File: src/msie_pkg.sv
// ----------------------------------------------------------------------------
// msie_pkg
// shared types, opcodes and constants for the mips subset executor
// ----------------------------------------------------------------------------
package msie_pkg;

    localparam int          DMEM_WORDS_DEF = 1024;
    localparam int          REG_COUNT      = 32;
    localparam logic [31:0] START_PC_RESET = 32'h0040_0000;
    localparam logic [31:0] GP_INIT        = 32'h1000_8000;
    localparam logic [31:0] DMEM_BASE      = 32'h1000_0000;
    localparam logic [31:0] PC_HI_MASK     = 32'hf000_0000;
    localparam logic [4:0]  REG_GP         = 5'd28;
    localparam logic [4:0]  REG_SP         = 5'd29;
    localparam logic [4:0]  REG_RA         = 5'd31;

    localparam logic [5:0] OP_SPECIAL = 6'h00;
    localparam logic [5:0] OP_J       = 6'h02;
    localparam logic [5:0] OP_JAL     = 6'h03;
    localparam logic [5:0] OP_BEQ     = 6'h04;
    localparam logic [5:0] OP_BNE     = 6'h05;
    localparam logic [5:0] OP_ADDIU   = 6'h09;
    localparam logic [5:0] OP_ANDI    = 6'h0c;
    localparam logic [5:0] OP_LUI     = 6'h0f;
    localparam logic [5:0] OP_TRAP    = 6'h1a;
    localparam logic [5:0] OP_LW      = 6'h23;
    localparam logic [5:0] OP_SW      = 6'h2b;

    localparam logic [5:0] FN_SLL  = 6'h00;
    localparam logic [5:0] FN_SRA  = 6'h03;
    localparam logic [5:0] FN_JR   = 6'h08;
    localparam logic [5:0] FN_MFHI = 6'h10;
    localparam logic [5:0] FN_MFLO = 6'h12;
    localparam logic [5:0] FN_MULT = 6'h18;
    localparam logic [5:0] FN_DIV  = 6'h1a;
    localparam logic [5:0] FN_ADDU = 6'h21;
    localparam logic [5:0] FN_SUBU = 6'h23;
    localparam logic [5:0] FN_SLT  = 6'h2a;

    localparam logic [3:0] TR_NEWLINE = 4'h0;
    localparam logic [3:0] TR_PRINT   = 4'h1;
    localparam logic [3:0] TR_READ    = 4'h5;
    localparam logic [3:0] TR_HALT    = 4'ha;

    localparam logic [2:0] EV_NONE     = 3'd0;
    localparam logic [2:0] EV_NEWLINE  = 3'd1;
    localparam logic [2:0] EV_PRINT    = 3'd2;
    localparam logic [2:0] EV_HALT     = 3'd3;
    localparam logic [2:0] EV_BADINSTR = 3'd4;
    localparam logic [2:0] EV_BADTRAP  = 3'd5;

    typedef struct packed {
        logic [31:0]        instruction;
        logic signed [31:0] console_value;
    } t_in;

    typedef struct packed {
        logic [31:0]        next_pc;
        logic [2:0]         event_res;
        logic signed [31:0] print_value;
    } t_out;

    typedef struct packed {
        logic ld_in;
        logic sel_rt;
        logic ld_a;
        logic exe;
        logic mem_wb;
        logic div_wb;
        logic out_ld;
    } t_cmd;

    typedef struct packed {
        logic need_mem;
        logic need_div;
        logic div_done;
        logic out_busy;
    } t_sts;

    function automatic logic [31:0] reg_init(input logic [4:0] idx, input logic [31:0] sp);
        logic [31:0] v;
        v = 32'd0;
        if (idx == REG_GP) begin
            v = GP_INIT;
        end else if (idx == REG_SP) begin
            v = sp;
        end
        return v;
    endfunction

endpackage

File: src/msie_ctrl.sv
// ----------------------------------------------------------------------------
// msie_ctrl
// instruction sequencer: operand reads, execute, load, divide, result
// ----------------------------------------------------------------------------
module msie_ctrl (
    input  logic           i_clk,
    input  logic           i_rst_n,
    input  logic           i_in_valid,
    output logic           o_in_ready,
    input  msie_pkg::t_sts i_sts,
    output msie_pkg::t_cmd o_cmd
);
    localparam logic [2:0] S_IDLE = 3'd0;
    localparam logic [2:0] S_RS   = 3'd1;
    localparam logic [2:0] S_RT   = 3'd2;
    localparam logic [2:0] S_EXE  = 3'd3;
    localparam logic [2:0] S_MEM  = 3'd4;
    localparam logic [2:0] S_DIV  = 3'd5;
    localparam logic [2:0] S_DONE = 3'd6;

    logic [2:0] r_state;
    logic [2:0] n_state;

    always_comb begin
        n_state = r_state;
        o_cmd   = '0;
        unique case (r_state)
            S_IDLE: begin
                o_cmd.ld_in = i_in_valid;
                if (i_in_valid) n_state = S_RS;
            end
            S_RS: n_state = S_RT;
            S_RT: begin
                o_cmd.sel_rt = 1'b1;
                o_cmd.ld_a   = 1'b1;
                n_state      = S_EXE;
            end
            S_EXE: begin
                o_cmd.exe = 1'b1;
                if (i_sts.need_mem) begin
                    n_state = S_MEM;
                end else if (i_sts.need_div) begin
                    n_state = S_DIV;
                end else begin
                    n_state = S_DONE;
                end
            end
            S_MEM: begin
                o_cmd.mem_wb = 1'b1;
                n_state      = S_DONE;
            end
            S_DIV: begin
                if (i_sts.div_done) begin
                    o_cmd.div_wb = 1'b1;
                    n_state      = S_DONE;
                end
            end
            S_DONE: begin
                if (!i_sts.out_busy) begin
                    o_cmd.out_ld = 1'b1;
                    n_state      = S_IDLE;
                end
            end
            default: n_state = S_IDLE;
        endcase
    end

    always_ff @(posedge i_clk) begin
        if (!i_rst_n) begin
            r_state <= S_IDLE;
        end else begin
            r_state <= n_state;
        end
    end

    assign o_in_ready = (r_state == S_IDLE);
endmodule

File: config.mk
export PLATFORM = sky130hd
export DESIGN_NAME = msie_ctrl
export DESIGN_NICKNAME = d
export VERILOG_FILES = /design/src/msie_pkg.sv /design/src/msie_ctrl.sv
export SDC_FILE = /design/constraint.sdc
export NUM_CORES = 1
export LEC_CHECK = 0
export ABC_AREA = 1
export BUFFER_PORTS_ARGS = -buffer_cell sky130_fd_sc_hd__buf_2
export CAP_MARGIN = 15
export CORE_AREA = 2 2 39 41
export CTS_BUF_LIST = sky130_fd_sc_hd__clkbuf_4
export DETAILED_ROUTE_END_ITERATION = 8
export DIE_AREA = 0 0 41 43
export GPL_TIMING_DRIVEN = 0
export PLACE_DENSITY = 0.54
export SETUP_SLACK_MARGIN = 0.5
export SLEW_MARGIN = 15
export SYNTH_ARGS = -nofsm -noshare
export SYNTH_HDL_FRONTEND = slang
export SYNTH_SLANG_ARGS = --single-unit
File: constraint.sdc
create_clock -name i_clk -period 1.3 [get_ports i_clk]
set_input_delay 0.065 -clock i_clk [delete_from_list [all_inputs] [get_ports i_clk]]
set_output_delay 0.065 -clock i_clk [all_outputs]
set_load 0.02 [all_outputs]
# After elaboration in Yosys (flattened, before gate mapping)
# Index checks and enable logic that the tools add are counted.
# op_classes
eq_ne	9
mux	14
n_reduce_logical	2
# op_table
cell	n
case mux 3 bit (7 select lines)	1
2-to-1 mux 3 bit	4
== test 3 bit, second input constant	3
2-to-1 mux 1 bit	7
== test 3 x 2 -> 1 bit, second input constant	2
!= test 2 bit, second input constant	3
2-to-1 mux 2 bit	2
== test 3 x 1 -> 1 bit, second input constant	1
zero test 3 bit	1
AND reduction 3 bit	1
# word_totals
regBits	3
output_inout_bits	8

# Depth between registers and ports, before layout
# Gate-level depths: netlist of the first run.
# logic_depth
ltp_word	3
ltp_mapped	8

# Worst setup path before layout of the first run
# No wires, ideal clock.
# synth_path
kind	reg-to-output
startpoint	register r_state[2]
endpoint	output o_cmd[5] (netlist name)
arrival_ns	1.246
slack_ns	-0.011
path_stages_with_launch	4
n_path_buf	2
path_cell_list	dfxtp_1 buf_4 nor3_1 buf_4
# synth_rtl
item	line_no	source
start: declaration	msie_ctrl.sv:21	logic [2:0] r_state;
start signal: assignment	msie_ctrl.sv:72	r_state <= n_state;
end: declaration	msie_ctrl.sv:11	output msie_pkg::t_cmd o_cmd

==> metrics.log, run 1 <==
[metrics] switching power summed over all nets: 0.4251 mW
[metrics] sum of negative setup slack: 0 ps
[metrics] Synth Register Bits: 3
[metrics] maximum clock rate: 0.8748 GHz
[metrics] sw frac: 42.82%
[metrics] HPWL after detailed placement: 544 um
[metrics] count of placed standard cells including taps: 76
[metrics] busiest grt layer: met2
[metrics] clk root buf: clkbuf_4
[metrics] number of antenna cells inserted: 0
[metrics] remaining global-route overflow: 0
[metrics] sequential cell fraction of total power: 17.0%
[metrics] Period minus WS final: 1143 ps
[metrics] reported max-cap violation count: 0
[metrics] Post-route DRC: 0
[metrics] met3 Track Usage GR: 6.283%
[metrics] cell count after synthesis: 46
[metrics] non-filler instance count after layout: 85
[metrics] standard cell core area: 0.001384 mm^2
[metrics] critical path launch point type: register
[metrics] clock-pin slew on the worst setup and hold paths: 40 ps
[metrics] number of H-tree branching levels: 1
[metrics] wire length of the first global-routing pass: 1200 um
[metrics] number of top-level pins: 15
[metrics] PwrDens: 1940 mW/mm^2
[metrics] standard-cell row count: 14
[metrics] number of different library cells in the post-synthesis netlist: 15
[metrics] clock latency on the worst-skew pair: 230 ps
[metrics] sequential share of the synthesized area: 22.54%
[metrics] mean cell area of the mapped netlist: 5.794 um^2
[metrics] sum of routed wire length over all layers: 775 um
[metrics] Iteration-0 DRC Markers: 0
[metrics] number of buffers added to fix hold violations after cts: 0
[metrics] unrepaired setup endpoints after global routing: yes
[metrics] internal power summed over all cells: 0.5675 mW
[metrics] number of flip-flops in the largest register: 3
[metrics] routability congestion estimate: 0.7454
[metrics] Clk network pwr share: 18.4%
[metrics] Arrival @ worst endpoint: 1080 ps
[metrics] final setup skew: 2.123 ps
[metrics] number of antenna violations at the first check in global routing: 0
[metrics] max_slew headroom: 85.38%
[metrics] Starting Density: 19.26%
[metrics] vias after detailed routing: 362
[metrics] Horiz. Die Dim: 41 um
[metrics] Critical Setup Path Class: register to output pin
[metrics] portion of the clock cycle consumed by the worst path in the final layout: 87.93%
[metrics] height of the die: 43 um
[metrics] worst hold path class: input pin to register
[metrics] TritonCTS sink count: 3
[metrics] outcome: complete, no violations
[metrics] share of layout cells above drive strength 1: 65.22%
[metrics] area added between synthesis and finish: 92.02%
[metrics] largest net degree at the start of global routing: 6
[metrics] router iterations before antenna repair: 1
[metrics] Worst Setup Slack, final: 156.9 ps
[metrics] highest fanout seen on the critical path: 5
[metrics] synthesized netlist net count: 53
[metrics] Comb power frac: 64.6%
[metrics] die outline area: 0.001763 mm^2
[metrics] leakage dissipation: 0.2818 nW
[metrics] nets@finish: 77
[metrics] routed length per instance: 9.118 um
[metrics] CP Data Required Time: 1240 ps
[metrics] layout filler cell count: 153
[metrics] Worst Setup End Kind: output pin
[metrics] CTS tree: done
[metrics] slew of the pin with the lowest slew margin: 217.0 ps
[metrics] final-report setup violation count: 0
[metrics] most flop-heavy register: r_state
[metrics] global routing usage on met1: 9.936%
[metrics] Max VDD drop: 747.8 uV
[metrics] DR vias/cell: 4.259
[metrics] Max Transition Viols Final: 0
[metrics] core occupancy in the finished layout: 36.98%
[metrics] Worst Setup Slack post-DPL: 234.1 ps
[metrics] number of buffers added on ports: 14
[metrics] met2 track utilization from global routing: 17.19%
[metrics] All-Layer GR Usage: 10.43%
[metrics] final hold violations: 0
[metrics] biggest registers after layout: r_state (3)
[metrics] maximum count of clock buffers along a single path: 2
[metrics] Post-Place Cell Area: 380.4 um^2
[metrics] number of synthesis warnings: 0
[metrics] number of global-route vias before repair: 333
[metrics] Final ANT Viol Nets: 0
[metrics] Design Area, Final: 511.7 um^2
[metrics] cts bufs inserted: 3
[metrics] Synth Cell Area: 266.5 um^2
-- repair_timing --
item | 4_1_cts | 5_1_grt
resized for setup | 19 | 4
endpoints found under the hold margin | 0 | 0
pin swaps | 5 | 1
gates cloned | 2 | 0
buffers inserted | 2 | 1
setup endpoints to repair | 11 | 11
-- cells in the mapped netlist --
master / count / area, um^2
nand3_2: 1 / 10.01
o21ai_0: 1 / 5.000
nand2_1: 12 / 45.04
buf_6: 1 / 11.26
dfxtp_1: 3 / 60.06
nor3_1: 2 / 10.01
nor2_1: 7 / 26.28
inv_2: 2 / 7.510
buf_4: 2 / 15.01
nor2_2: 2 / 12.51
a21oi_1: 1 / 5.000
inv_1: 6 / 22.52
o2111ai_1: 1 / 8.760
nand4_1: 2 / 12.51
nand3_1: 3 / 15.01
-- power by group through the flow --
stage          registers, mW  logic [mW]  clock network (mW)
3_5_place_dp           0.151       0.458                   0
5_1_grt                0.173       0.691               0.213
4_1_cts                0.168       0.622               0.193
3_3_place_gp           0.150       0.455                   0
2_1_floorplan          0.146       0.353                   0
6_report               0.168       0.642               0.182
-- metal layers --
metal / share of wire (%) / up-vias
li1: - / 190
met1: 40 / 163
met2: 53 / 9
met3: 6.6 / 0
met4: 0 / 0
met5: 0 / -
-- placed cells by master (no fill, tap or decap) --
cell and n:
buf_4 7, inv_4 1, nand2_2 2, nand3_2 2, nor2_2 5, o2111ai_2 1, nor2_4 1, nand2_1 10
nor2_1 3, nand4_1 2, nand3_1 2, o21ai_0 1, buf_6 6, clkbuf_4 4, inv_2 2, dfxtp_2 2
nor3_4 1, dfxtp_4 1, inv_1 5, nor3_2 1, buf_2 9, a21oi_1 1
-- per-stage QoR --
stage / power, mW / hold slack (ps)
after floorplan: 0.4990 / 162.6
after global placement: 0.6043 / 290.1
after detailed placement: 0.6093 / 287.3
after CTS: 0.9832 / 41.86
after global routing: 1.077 / 48.45
final: 0.9925 / 47.32
-- final cells by class --
cell class | instances | area, um^2 | share of cell area [%]
plain buffers | 3 | 30.03 | 5.868
clock buffers | 4 | 30.03 | 5.868
inverters | 8 | 32.53 | 6.357
multi-input cells | 32 | 197.7 | 38.63
flip-flops and latches | 3 | 66.31 | 12.96
well taps | 16 | 20.02 | 3.912
repair buffers | 19 | 135.1 | 26.41
-- worst max-delay path, cell delays in order (launching register included) --
cell,delay (ps)
dfxtp_2,310
buf_6,130
nor2_4,100
nand2_2,90
nor2_2,100
buf_6,120
-- worst paths after layout --
check,slack [ps],startpoint,to,depth (start not counted)
setup / recovery,160,r_state[0],o_cmd[6],5
setup reg to reg,190,r_state[0],r_state[1],8
hold reg to reg,670,r_state[2],r_state[0],4
hold / removal,50,i_rst_n,r_state[2],3
-- logic make-up after synthesis --
| family | count (synthesis) | synth area share, % |
|---|---|---|
| AOI/OAI and AO/OA | 3 | 7.039 |
| buffers and inverters | 11 | 21.13 |
| DFF | 3 | 22.54 |
| and+or+nand+nor | 29 | 49.29 |
(Power assumes the default switching activity.)
==> run 2: changes to the inputs <==
--- a/config.mk
+++ b/config.mk
@@ -10,5 +10,5 @@
 export CAP_MARGIN = 15
 export CORE_AREA = 2 2 39 41
-export CTS_BUF_LIST = sky130_fd_sc_hd__clkbuf_4
+export CTS_CLUSTER_SIZE = 14
 export DETAILED_ROUTE_END_ITERATION = 8
 export DIE_AREA = 0 0 41 43
==> constraint.sdc (replaced) <==
create_clock -name i_clk -period 1.3 [get_ports i_clk]
set_input_delay 0.065 -clock i_clk [delete_from_list [all_inputs] [get_ports i_clk]]
set_output_delay 0.065 -clock i_clk [all_outputs]
set_load 0.01 [all_outputs]
==> metrics.log, run 2 (same netlist as run 1, synthesis figures left out) <==
[metrics] Power Total: 0.8723 mW
[metrics] final setup skew: 3.003 ps
[metrics] Max VDD drop: 533.6 uV
[metrics] Iteration-0 DRC Markers: 3
[metrics] nets@finish: 77
[metrics] Worst Setup Slack post-DPL: 217.3 ps
[metrics] clock latency on the worst-skew pair: 230 ps
[metrics] Period minus WS final: 1128 ps
[metrics] max_slew headroom: 88.82%
[metrics] Design Area, Final: 471.7 um^2
[metrics] largest net degree at the start of global routing: 8
[metrics] number of H-tree branching levels: 1
[metrics] routability congestion estimate: 0.7808
[metrics] final hold violations: 0
[metrics] TritonCTS sink count: 3
[metrics] most common cell type on the critical path: nand2_1
[metrics] Worst Setup End Kind: register
[metrics] portion of the clock cycle consumed by the worst path in the final layout: 86.80%
[metrics] Final ANT Viol Nets: 0
[metrics] most common cell after layout, fill and taps aside: buf_2
[metrics] Starting Density: 19.26%
[metrics] standard cell core area: 0.001384 mm^2
[metrics] CP Data Required Time: 1430 ps
[metrics] die outline area: 0.001763 mm^2
[metrics] number of buffers added on ports: 14
[metrics] final-report setup violation count: 0
[metrics] Worst Setup Slack, final: 171.7 ps
[metrics] unrepaired setup endpoints after global routing: yes
[metrics] CTS tree: done
[metrics] non-filler instance count after layout: 85
[metrics] Post-route DRC: 0
[metrics] number of top-level pins: 15
[metrics] count of cells along the worst hold path: 3
[metrics] area added between synthesis and finish: 76.99%
[metrics] height of the die: 43 um
[metrics] slew of the pin with the lowest slew margin: 166.0 ps
[metrics] routed length per instance: 9.271 um
[metrics] outcome: complete, no violations
[metrics] number of antenna violations at the first check in global routing: 0
[metrics] number of flip-flops in the largest register: 3
[metrics] number of global-route vias before repair: 313
[metrics] remaining global-route overflow: 0
[metrics] biggest registers after layout: r_state (3)
[metrics] leakage dissipation: 0.2688 nW
[metrics] number of antenna cells inserted: 0
[metrics] Arrival @ worst endpoint: 1260 ps
[metrics] sum of routed wire length over all layers: 788 um
[metrics] worst-path cell chain: buf_6, nor2_4, buf_4, nand3_2, nand2_1, nor2_2, nand2_1, nand2_1, nor2_2
[metrics] All-Layer GR Usage: 10.32%
[metrics] router iterations before antenna repair: 2
[metrics] largest stage delay on the critical path: 320 ps
[metrics] critical path launch point type: register
[metrics] worst slack on hold paths: 46.55 ps
[metrics] most flop-heavy register: r_state
[metrics] HPWL after detailed placement: 544.7 um
[metrics] number of buffers added to fix hold violations after cts: 0
[metrics] worst hold path class: input pin to register
[metrics] clk root buf: clkbuf_4
[metrics] layout filler cell count: 156
[metrics] Max Transition Viols Final: 0
[metrics] highest fanout seen on the critical path: 5
[metrics] count of placed standard cells including taps: 76
[metrics] maximum count of clock buffers along a single path: 2
[metrics] core occupancy in the finished layout: 34.09%
[metrics] maximum clock rate: 0.8863 GHz
[metrics] vias after detailed routing: 358
[metrics] cell with the largest stage delay on the worst path: dfxtp_2
[metrics] Horiz. Die Dim: 41 um
[metrics] path depth of the worst reg2reg path: 9
[metrics] clock-pin slew on the worst setup and hold paths: 40 ps
[metrics] Critical path buffers and inverters: 2
[metrics] DR vias/cell: 4.212
[metrics] depth of the critical timing path with buffers and inverters included: 9
[metrics] wire length of the first global-routing pass: 1242 um
[metrics] share of layout cells above drive strength 1: 57.97%
[metrics] standard-cell row count: 14
[metrics] cts bufs inserted: 3
[metrics] CP delay by family, top: simple AND/OR/NAND/NOR gates
[metrics] PwrDens: 1849 mW/mm^2
[metrics] most frequent cells in the layout: buf_2, nand2_1, inv_1, nor2_1
[metrics] reported max-cap violation count: 0
[metrics] sum of negative setup slack: 0 ps
[metrics] Post-Place Cell Area: 366.6 um^2
[metrics] Critical Setup Path Class: register to register
## run 2: cell count changes in the layout (fill, tap and decap cells not counted)
cell,previous run,this run
buf_2,9,14
buf_6,6,4
o2111ai_2,1,0
clkbuf_1,0,1
buf_4,7,4
nand3_2,2,1
clkbuf_4,4,3
o2111ai_1,0,1
nor2_2,5,3
nand3_1,2,3
nor2_1,3,5
## run 2: path summary, 6_finish.rpt
| path | start | endpoint | slack, ps |
|---|---|---|---|
| worst min-delay path | i_rst_n | r_state[2] | 50 |
| worst max-delay path | r_state[0] | r_state[1] | 170 |
| worst min register to register | r_state[2] | r_state[0] | 680 |
| worst max register to register | r_state[0] | r_state[1] | 170 |
## run 2: layout make-up
class	count	area [um^2]	area share, %
inverter	8	32.53	6.897
tap	16	20.02	4.244
multi-input combinational	32	181.4	38.46
sequential	3	66.31	14.06
buffer	3	30.03	6.366
clock buffer	4	26.28	5.570
timing repair buffer	19	115.1	24.40
## run 2: timing repair
action	CTS	global route
buffers inserted	4	0
pin swaps	3	0
setup endpoints to repair	11	11
resized for setup	9	4
cloned	1	0
## run 2: routing by layer
layer / vias to the layer above / GRT usage (%) / share of wire, %
met5: - / 0 / 0
met4: 0 / 6.000 / 2.4
met3: 2 / 0.5236 / 6.6
met2: 13 / 17.81 / 51
met1: 155 / 11.50 / 39
li1: 188 / - / -
## run 2: worst register-to-register path: stages, from the launching register on
cell	delay [ps]
dfxtp_2	320
buf_6	130
nor2_4	40
buf_4	130
nand3_2	70
nand2_1	70
nor2_2	110
nand2_1	70
nand2_1	70
nor2_2	30
## run 2: power breakdown
group / switching, mW / internal, mW / leakage, nW
combinational: 0.279 / 0.264 / 0.228
sequential: 0.0356 / 0.131 / 0.0261
clock: 0.0473 / 0.115 / 0.0150
total: 0.362 / 0.510 / 0.269
==> run 3: changes to the inputs <==
GPL_TIMING_DRIVEN = unset   (was 0)
==> metrics.log, run 3 (same netlist as run 1, synthesis figures left out) <==
[metrics] outcome: complete, no violations
[metrics] routability congestion estimate: 0.7770
[metrics] remaining global-route overflow: 0
[metrics] core occupancy in the finished layout: 34.09%
[metrics] wire length of the first global-routing pass: 1345 um
[metrics] maximum count of clock buffers along a single path: 2
[metrics] number of H-tree branching levels: 1
[metrics] Final ANT Viol Nets: 0
[metrics] number of antenna violations at the first check in global routing: 0
[metrics] Iteration-0 DRC Markers: 2
[metrics] share of layout cells above drive strength 1: 57.14%
[metrics] portion of the clock cycle consumed by the worst path in the final layout: 86.45%
[metrics] Worst Setup End Kind: output pin
[metrics] Critical Setup Path Class: register to output pin
[metrics] Worst Setup Slack post-DPL: 193.7 ps
[metrics] non-filler instance count after layout: 86
[metrics] HPWL after detailed placement: 512.7 um
[metrics] biggest registers after layout: r_state (3)
[metrics] final setup skew: 1.063 ps
[metrics] largest stage delay on the critical path: 360 ps
[metrics] DR vias/cell: 4.233
[metrics] number of flip-flops in the largest register: 3
[metrics] cts bufs inserted: 3
[metrics] sum of routed wire length over all layers: 892 um
[metrics] nets@finish: 78
[metrics] vias after detailed routing: 364
[metrics] final-report setup violation count: 0
[metrics] critical path launch point type: register
[metrics] All-Layer GR Usage: 11.35%
[metrics] number of antenna cells inserted: 0
[metrics] Starting Density: 19.26%
[metrics] standard cell core area: 0.001384 mm^2
[metrics] Post-Place Cell Area: 336.6 um^2
[metrics] count of cells along the worst hold path: 3
[metrics] unrepaired setup endpoints after global routing: yes
[metrics] CP Data Required Time: 1240 ps
[metrics] cell with the largest stage delay on the worst path: dfxtp_4
[metrics] number of global-route vias before repair: 347
[metrics] worst-path cell chain: buf_4, nor3_4, buf_2
[metrics] maximum clock rate: 0.8898 GHz
[metrics] final hold violations: 0
[metrics] TritonCTS sink count: 3
[metrics] Worst Setup Slack, final: 176.2 ps
[metrics] layout filler cell count: 164
[metrics] Period minus WS final: 1124 ps
[metrics] most frequent cells in the layout: buf_2, nand2_1, buf_4
[metrics] Post-route DRC: 0
[metrics] worst slack on hold paths: 56.80 ps
[metrics] worst reg2reg startpoint: r_state[0]
[metrics] clock latency on the worst-skew pair: 230 ps
[metrics] reported max-cap violation count: 0
[metrics] Max VDD drop: 798.6 uV
[metrics] worst hold start: i_rst_n
[metrics] number of buffers added on ports: 14
[metrics] CTS tree: done
[metrics] area added between synthesis and finish: 76.99%
[metrics] routed length per instance: 10.37 um
[metrics] largest net degree at the start of global routing: 9
[metrics] most common cell after layout, fill and taps aside: buf_2
[metrics] sum of negative setup slack: 0 ps
[metrics] flop-to-flop setup slack: 240 ps
[metrics] Max Transition Viols Final: 0
[metrics] most flop-heavy register: r_state
[metrics] router iterations before antenna repair: 4
[metrics] number of buffers added to fix hold violations after cts: 0
[metrics] die outline area: 0.001763 mm^2
[metrics] standard-cell row count: 14
[metrics] worst hold path class: input pin to register
[metrics] highest fanout seen on the critical path: 6
[metrics] Design Area, Final: 471.7 um^2
[metrics] Horiz. Die Dim: 41 um
[metrics] PwrDens: 1857 mW/mm^2
[metrics] max_slew headroom: 87.88%
[metrics] Arrival @ worst endpoint: 1060 ps
[metrics] clock-pin slew on the worst setup and hold paths: 40 ps
[metrics] height of the die: 43 um
[metrics] leakage dissipation: 0.2686 nW
[metrics] hold endpoint: r_state[2]
[metrics] number of top-level pins: 15
[metrics] count of placed standard cells including taps: 73
[metrics] slew of the pin with the lowest slew margin: 179.9 ps
[metrics] endpoint of the most critical register-to-register path: r_state[1]
[metrics] Power Total: 0.8761 mW
[metrics] clk root buf: clkbuf_4
[metrics] path depth of the worst reg2reg path: 8
[run 3: layout make-up]
cell class | count | area, um^2 | share of cell area [%]
Sequential cell | 3 | 71.32 | 15.12
Inverter | 8 | 32.53 | 6.897
Timing Repair Buffer | 23 | 147.6 | 31.30
Tap cell | 16 | 20.02 | 4.244
Clock buffer | 4 | 26.28 | 5.570
Multi-Input combinational cell | 32 | 173.9 | 36.87
[run 3: repair_timing]
action,in CTS,in global routing
setup buffers,6,3
endpoints found under the setup margin,11,11
pin swaps,3,4
resized for setup,11,5
[run 3: worst max-delay path, delay by kind of cell, from the launching register on]
kind	cells	cell delay, ps
flops	1	360
buf+inv	2	290
simple gates	1	160
[run 3: worst max-delay path by stage]
stage                from    endpoint  depth (start not counted)
2_1_floorplan  r_state[1]  r_state[1]                          7
3_3_place_gp   r_state[2]  r_state[1]                          7
3_5_place_dp   r_state[2]  r_state[1]                          7
4_1_cts        r_state[0]  r_state[1]                          8
5_1_grt        r_state[0]  r_state[1]                          8
6_report       r_state[0]    o_cmd[5]                          3
[run 3: metal layers]
| layer | up-vias | track usage (%) | routed length, um |
|---|---|---|---|
| met3 | 0 | 5.759 | 60 |
| met5 | - | 0 | 0 |
| li1 | 189 | - | - |
| met2 | 10 | 18.13 | 463 |
| met4 | 0 | 2.000 | 0 |
| met1 | 165 | 13.18 | 368 |
[run 3: power by group]
part | leakage [nW] | internal [mW] | switching, mW | total [mW]
clock | 0.0150 | 0.115 | 0.0538 | 0.169
combinational | 0.227 | 0.257 | 0.244 | 0.501
sequential | 0.0267 | 0.136 | 0.0690 | 0.205
total | 0.269 | 0.509 | 0.367 | 0.876
